**src/hw/rtl/assert_macros.svh**
```systemverilog
// ============================================================================
// Assertion macros
// Shorthand for clocked, reset-qualified concurrent assertions.
// ============================================================================
`ifndef ASSERT_MACROS_SVH
`define ASSERT_MACROS_SVH

// Same-cycle implication, disabled while reset is low.
`define ASSERT_IMPLIES(label, clk, rst_n, ante, cons) \
  label: assert property (@(posedge clk) disable iff (!(rst_n)) (ante) |-> (cons)) \
    else $error("assertion failed");

// Next-cycle implication, disabled while reset is low.
`define ASSERT_NEXT(label, clk, rst_n, ante, cons) \
  label: assert property (@(posedge clk) disable iff (!(rst_n)) (ante) |=> (cons)) \
    else $error("assertion failed");

`endif

```
**src/hw/rtl/olt_pkg.sv**
```systemverilog
// ============================================================================
// olt_pkg
// Shared constants, codes and types of the ordered list table engine.
// ============================================================================
package olt_pkg;

  localparam int CAPACITY = 256;
  localparam int IDX_W    = $clog2(CAPACITY);
  localparam int CNT_W    = $clog2(CAPACITY + 1);

  localparam int CMD_W    = 3;
  localparam int VAL_W    = 32;
  localparam int POS_W    = 9;
  localparam int STATUS_W = 3;
  localparam int FOUND_W  = 8;
  localparam int COUNT_W  = 9;

  localparam int CMP_W    = ((POS_W > CNT_W) ? POS_W : CNT_W) + 1;

  localparam int IN_W     = CMD_W + VAL_W + POS_W;
  localparam int IN_BYTES = (IN_W + 7) / 8;
  localparam int OUT_W    = STATUS_W + FOUND_W + COUNT_W + 3 * VAL_W;
  localparam int OUT_BYTES = (OUT_W + 7) / 8;

  typedef enum logic [CMD_W-1:0] {
    CMD_INS_FRONT = 3'd0,
    CMD_INS_BACK  = 3'd1,
    CMD_INS_AT    = 3'd2,
    CMD_DEL_AT    = 3'd3,
    CMD_FIND      = 3'd4
  } cmd_e;

  typedef enum logic [STATUS_W-1:0] {
    ST_OK       = 3'd0,
    ST_FULL     = 3'd1,
    ST_EMPTY    = 3'd2,
    ST_BADPOS   = 3'd3,
    ST_NOTFOUND = 3'd4
  } status_e;

  // Control from the sequencer to the aggregate unit.
  typedef struct packed {
    logic             clear;
    logic             sample;
    logic             find_en;
    logic [VAL_W-1:0] key;
    logic [CNT_W-1:0] idx;
  } agg_ctrl_t;

endpackage

```
**src/hw/rtl/olt_agg.sv**
```systemverilog
// ============================================================================
// olt_agg
// Running sum, minimum, maximum and first-match search over a memory sweep.
// ============================================================================
module olt_agg (
  input  logic                     clk_i,
  input  logic                     rst_ni,
  input  olt_pkg::agg_ctrl_t       ctrl_i,
  input  logic [olt_pkg::VAL_W-1:0] data_i,
  output logic [olt_pkg::VAL_W-1:0] total_o,
  output logic [olt_pkg::VAL_W-1:0] smallest_o,
  output logic [olt_pkg::VAL_W-1:0] largest_o,
  output logic                     hit_o,
  output logic [olt_pkg::CNT_W-1:0] hit_idx_o
);
  import olt_pkg::*;

  logic [VAL_W-1:0]        sum_q, sum_d;
  logic signed [VAL_W-1:0] lo_q, lo_d, hi_q, hi_d, din;
  logic                    have_q, have_d, hit_q, hit_d;
  logic [CNT_W-1:0]        hit_idx_q, hit_idx_d;

  assign din = data_i;

  always_comb begin
    sum_d     = sum_q;
    lo_d      = lo_q;
    hi_d      = hi_q;
    have_d    = have_q;
    hit_d     = hit_q;
    hit_idx_d = hit_idx_q;
    if (ctrl_i.clear) begin
      sum_d     = '0;
      lo_d      = '0;
      hi_d      = '0;
      have_d    = 1'b0;
      hit_d     = 1'b0;
      hit_idx_d = '0;
    end else if (ctrl_i.sample) begin
      sum_d  = sum_q + data_i;
      have_d = 1'b1;
      if (!have_q || (din < lo_q)) begin
        lo_d = din;
      end
      if (!have_q || (din > hi_q)) begin
        hi_d = din;
      end
      // keep the first match only
      if (ctrl_i.find_en && !hit_q && (data_i == ctrl_i.key)) begin
        hit_d     = 1'b1;
        hit_idx_d = ctrl_i.idx;
      end
    end
  end

  always_ff @(posedge clk_i or negedge rst_ni) begin
    if (!rst_ni) begin
      have_q <= 1'b0;
      hit_q  <= 1'b0;
    end else begin
      have_q <= have_d;
      hit_q  <= hit_d;
    end
  end

  always_ff @(posedge clk_i) begin
    sum_q     <= sum_d;
    lo_q      <= lo_d;
    hi_q      <= hi_d;
    hit_idx_q <= hit_idx_d;
  end

  assign total_o    = sum_q;
  assign smallest_o = lo_q;
  assign largest_o  = hi_q;
  assign hit_o      = hit_q;
  assign hit_idx_o  = hit_idx_q;

endmodule

```
**config.mk**
```make
export PLATFORM = sky130hd
export DESIGN_NAME = olt_agg
export DESIGN_NICKNAME = d
export VERILOG_FILES = /design/src/hw/rtl/assert_macros.svh /design/src/hw/rtl/olt_pkg.sv /design/src/hw/rtl/olt_agg.sv
export SDC_FILE = /design/constraint.sdc
export NUM_CORES = 1
export LEC_CHECK = 0
export BUFFER_PORTS_ARGS = -buffer_cell sky130_fd_sc_hd__buf_4
export CAP_MARGIN = 25
export CELL_PAD_IN_SITES_DETAIL_PLACEMENT = 1
export CELL_PAD_IN_SITES_GLOBAL_PLACEMENT = 2
export CORE_UTILIZATION = 32
export DETAILED_ROUTE_END_ITERATION = 8
export PLACE_DENSITY_LB_ADDON = 0.1
export RECOVER_POWER = 50
export SLEW_MARGIN = 20
export SYNTH_ARGS = -nofsm -noshare
export SYNTH_HDL_FRONTEND = slang
export SYNTH_SLANG_ARGS = --single-unit
export TNS_END_PERCENT = 30
```
**constraint.sdc**
```tcl
create_clock -name clk_i -period 3.86 [get_ports clk_i]
set_clock_uncertainty 0.2 [all_clocks]
set_input_delay 0.386 -clock clk_i [delete_from_list [all_inputs] [get_ports clk_i]]
set_output_delay 0.386 -clock clk_i [all_outputs]
set_load 0.02 [all_outputs]
```
# Yosys cells after proc, flatten, opt, wreduce, memory -nomap -nowiden
# Index checks and enable logic that the tools add are counted.
# word_totals
romBits,0
mem_count,0
wordCells,27
ff_bits,107
mem_bits_rw,0
latchBits,0
# op_classes
mul,0
magnitude_cmp,2
add_sub_neg,1
eq_ne,1
n_shift,0
div,0
mux,5
reduce_logical,12
bitwise,0
# op_table
op,count
32-bit adder,1
32-bit == test,1
32-bit greater-than comparator,1
32-bit less-than comparator,1
2-bit AND reduction,4
1-bit 2-to-1 mux,5
2-bit nonzero test,2
1-bit logical AND,2
1-bit logical NOT,2
1-bit logical OR,2

# Depth between registers and ports, before layout
# depth
word_depth,6
mapped_depth,11
mapped_depth_nobuf,11

# Least setup slack after synthesis
# Ideal clock, no wire load.
# synth_timing
path_kind,register to register
from,register sum_q[1] (netlist: total_o[1])
to,register sum_q[31] (netlist: total_o[31])
setup_time_ps,123
t_arrival_ps,2520
required_time_ps,3537
path_stages_with_launch,10
setup_slack_ps,1017
n_path_buf,0
cell_sequence,dfxtp_1 -> ha_1 -> a211oi_2 -> nor2_1 -> o41a_1 -> a21oi_4 -> o21ai_1 -> a21o_1 -> a211oi_1 -> mux2_1
# synth_via
elab_chain_len,1
# synth_lines
element,line_no,text
from (decl),olt_agg.sv:18,"logic [VAL_W-1:0] sum_q, sum_d;"
from (signal assigned),olt_agg.sv:67,sum_q <= sum_d;
32-bit adder,olt_agg.sv:40,sum_d = sum_q + data_i;
# Every way passes these cells.
# A chain may end at the register's enable or synchronous reset.

# Final worst setup path
# layout_timing
from,register hi_q[14] (netlist: largest_o[14])
to,register hi_q[11] (netlist: largest_o[11])
# layout_via
elab_chain_len,3
# layout_lines
element,line_no,text
from (decl),olt_agg.sv:19,"logic signed [VAL_W-1:0] lo_q, lo_d, hi_q, hi_d, din;"
from (signal assigned),olt_agg.sv:69,hi_q <= hi_d;
32-bit greater-than comparator,olt_agg.sv:45,if (!have_q || (din > hi_q)) begin
1-bit logical OR,olt_agg.sv:45,
2-bit AND reduction (no line),--,
# Every way passes these cells.

==> flow_metrics.py <==
metrics = {
    "worst_setup_path": {
        "critPathTopFamily": "compound AO/OA/AOI/OAI gates",
        "cp_max_fo": 21,
        "worstReg2RegStart": "largest_o[14]$_SDFFE_PP0P_",
        "crit_start": "largest_o[14]$_SDFFE_PP0P_",
        "reg2reg_slack_ns": 0.56,
        "cp_cell_sequence": "inv_1 > ha_1 > nand4_1 > nor3_1 > a21boi_0 > o41ai_1 > o211ai_1 > o211ai_4 > buf_4 > mux2i_1 > nor2_1",
        "worstSetupPathType": "flip-flop to flip-flop",
        "required_ns": 3.79,
        "cp_slowest_stage_delay_ns": 0.58,
        "reg2reg_depth": 11,
        "critPathArrivalTime_ns": 3.23,
        "cp.depth": 11,
        "cp-end-kind": "flip-flop",
        "worstSetupStartpointType": "flip-flop",
        "path_buf_inv": 2,
        "cp_slowest_cell": "o41ai_1",
    },
    "yosys": {
        "synth_edf_count": 0,
        "yosys_warnings": 0,
        "ys_ff_latch": 107,
        "synth_cell_types": 66,
        "synth_area_leaders": "dfxtp_1, ha_1, mux2i_1",
        "synthArstFlopShare_pct": 1.87,
        "synthFlopType": "dfxtp_1",
        "synth_seq_area_share_pct": 29.0,
        "syn_inst": 883,
        "syn_nets": 1056,
        "synth.top_cell.area_share_pct": 28.4,
        "synth.cell_area_sq_um": 7410,
        "yosys.area.top_type": "dfxtp_1",
        "syn_avg_cell_area_sq_um": 8.40,
    },
    "floorplanning": {
        "die_height_um": 154,
        "initial_core_util_pct": 32.6,
        "core_sq_um": 22700,
        "ios": 184,
        "die_w_um": 154,
        "dieArea_sq_um": 23800,
        "num_rows": 55,
    },
    "sta": {
        "setup-tns-final_ns": 0,
        "period_needed_ns": 3.30,
        "drv_slew": 58,
        "setup_viol": 0,
        "final_hold_viol_count": 0,
        "period_share_pct": 85.6,
        "rsz0062_at_grt": "no",
        "relSlewSlack_pct": -88.8,
        "worstMarginPinSlew_ns": 2.83,
        "max_freq_ghz": 0.303,
    },
    "route": {
        "routed_wl_mm": 25.4,
        "ant_nets": 0,
        "vias": 6844,
        "firstDrtPassIters": 4,
        "wl_per_cell_um": 18.9,
        "dr.first_iter.drc_count": 243,
        "via_per_inst": 5.10,
        "drc": 0,
    },
    "power": {
        "ir_drop_mv": 0.166,
        "p_leak_nw": 3.93,
        "power.density_nw_per_um2": 390,
    },
    "global_routing": {
        "grt_max_degree": 58,
        "grt_pass1_wl_mm": 39.2,
        "grt-ovfl-total": 0,
        "antenna_found_initial": 0,
        "track_usage_pct": 21.6,
        "grt_pass1_vias": 6857,
    },
    "placement": {
        "gp_congestion": 0.862,
        "hpwlAfterDp_mm": 20.1,
        "io_buffers": 183,
        "placed_area_sq_um": 9100,
    },
    "run_status": {
        "violations": "max-capacitance violations, max-slew violations",
        "outcome": "finished, violations left",
    },
    "final_layout": {
        "post-route-util_pct": 39.7,
        "stdcell_area_sq_um": 9010,
        "fin_nets": 1226,
        "syn_to_final_growth_pct": 21.5,
        "diodes": 0,
        "drive_gt1_share_pct": 10.7,
    },
    "clock_tree": {
        "tritoncts": "built",
        "cts_num_sinks": 107,
        "cts_buffers": 9,
        "cts_htree_levels": 3,
        "clockBufferDepth": 2,
        "root_buffer": "clkbuf_16",
        "clkLatencyLatePin_ns": 0.36,
        "clkTransAtPathRegs_ns": 0.08,
        "cts_setup_buffers": 0,
    },
    "flow_run": {
        "maxCapViolations": 1,
    },
    "hold_path": {
        "worst_hold_startpoint": "ctrl_i[3]",
        "min-delay-path-class": "input pin to flip-flop",
        "whs_path_depth": 3,
    },
}
## flip-flops by register name, indices dropped and copies added, names as in the netlist
register / cells
largest_o: 32
hit_idx_o: 9
total_o: 32
smallest_o: 32
hit_o: 1
have_q: 1
## worst paths after layout
check	endpoint
worst min-delay path	hit_idx_o[3]$_SDFFE_PP0P_
worst max register to register	largest_o[11]$_SDFFE_PP0P_
max in group asynchronous	have_q$_DFFE_PN0P_
worst max-delay path	largest_o[11]$_SDFFE_PP0P_
worst min register to register	smallest_o[16]$_SDFFE_PP0P_
min in group asynchronous	hit_o$_DFFE_PN0P_
## synthesized netlist by cell type, types with 3 or more instances
master    number
dfxtp_1      105
nand2_1      100
ha_1          94
mux2i_1       83
nor2_1        79
inv_1         73
a21oi_1       59
xnor2_1       38
a21o_1        23
o21ai_0       23
clkbuf_1      22
nand4_1       21
nand3_1       18
nor3_1        14
o211ai_1      11
xor2_1        11
o21a_1         8
a211oi_1       7
and3_1         6
nor2b_1        6
nand2b_1       5
a22o_1         4
a31oi_1        4
buf_1          4
buf_2          4
nor4_1         4
a41oi_1        3
buf_4          3
o21ai_1        3
o31a_1         3
o31ai_1        3
o41ai_1        3
## cells in the final DEF, fill, tap and decap left out, drive strengths merged, types with 8 or more instances in the layout
master    n
o21a      9
mux2i    83
nor2     79
o21ai    27
o211ai   12
xor2     11
a211oi    8
a21o     23
nand4    21
clkbuf  118
ha       94
nand2   100
buf      86
dfxtp   105
a21oi    60
nor3     15
inv      74
nand3    18
xnor2    38
## cells by family (layout without fill, tap and decap cells)
logic type | count (synthesis) | after routing | synth area share [%]
compound gates | 175 | 175 | 15.8
fa+ha+maj | 95 | 95 | 16.1
flops | 107 | 107 | 29.0
mux | 85 | 85 | 11.5
simple gates | 265 | 265 | 16.1
xor+xnor | 49 | 49 | 5.79
buf+inv | 107 | 282 | 5.64
## repair_timing
| action | in CTS | in global routing |
|---|---|---|
| endpoints found under the hold margin | 2 | 0 |
| hold buffers | 1 | 0 |
| resized for setup | 0 | 0 |
## cell type report
type	instances	area (sq um)
Inverter	74	278
Tap cell	285	357
Multi-Input combinational cell	669	4870
Sequential cell	107	2150
Fill cell	2823	13700
Clock inverter	3	21.3
Clock buffer	13	270
Timing Repair Buffer	192	1060
## where the power goes
| part | internal, mW | switching (mW) |
|---|---|---|
| logic | 0.503 | 0.756 |
| registers | 1.21 | 0.0903 |
| clock network | 0.494 | 0.464 |
## metal layers
metal	routed length, um	GRT usage [%]	vias to the layer above
met5	0	0	-
met4	548	7.10	0
met3	652	2.41	25
met2	12000	35.6	103
met1	12200	29.2	3262
li1	-	-	3454
## worst reg2reg max path: stages, from the launching register on
cell      delay [ns]
dfxtp_1         0.41
inv_1           0.07
ha_1            0.29
nand4_1         0.14
nor3_1          0.10
a21boi_0        0.13
o41ai_1         0.58
o211ai_1        0.25
o211ai_4        0.24
buf_4           0.39
mux2i_1         0.25
nor2_1          0.05
## per-stage QoR
step	power, mW	hold slack, ns	std cells	worst slack [ns]
final	3.51	0.0640	1343	0.557
after global routing	3.76	0.0714	1343	0.292
after CTS	3.64	0.0520	1343	0.626
after detailed placement	2.67	-0.0195	1326	0.455
after global placement	2.66	-0.0196	1326	0.465
after floorplan	2.17	-0.110	883	1.02
No activity file was read; power rests on OpenSTA's default activity.
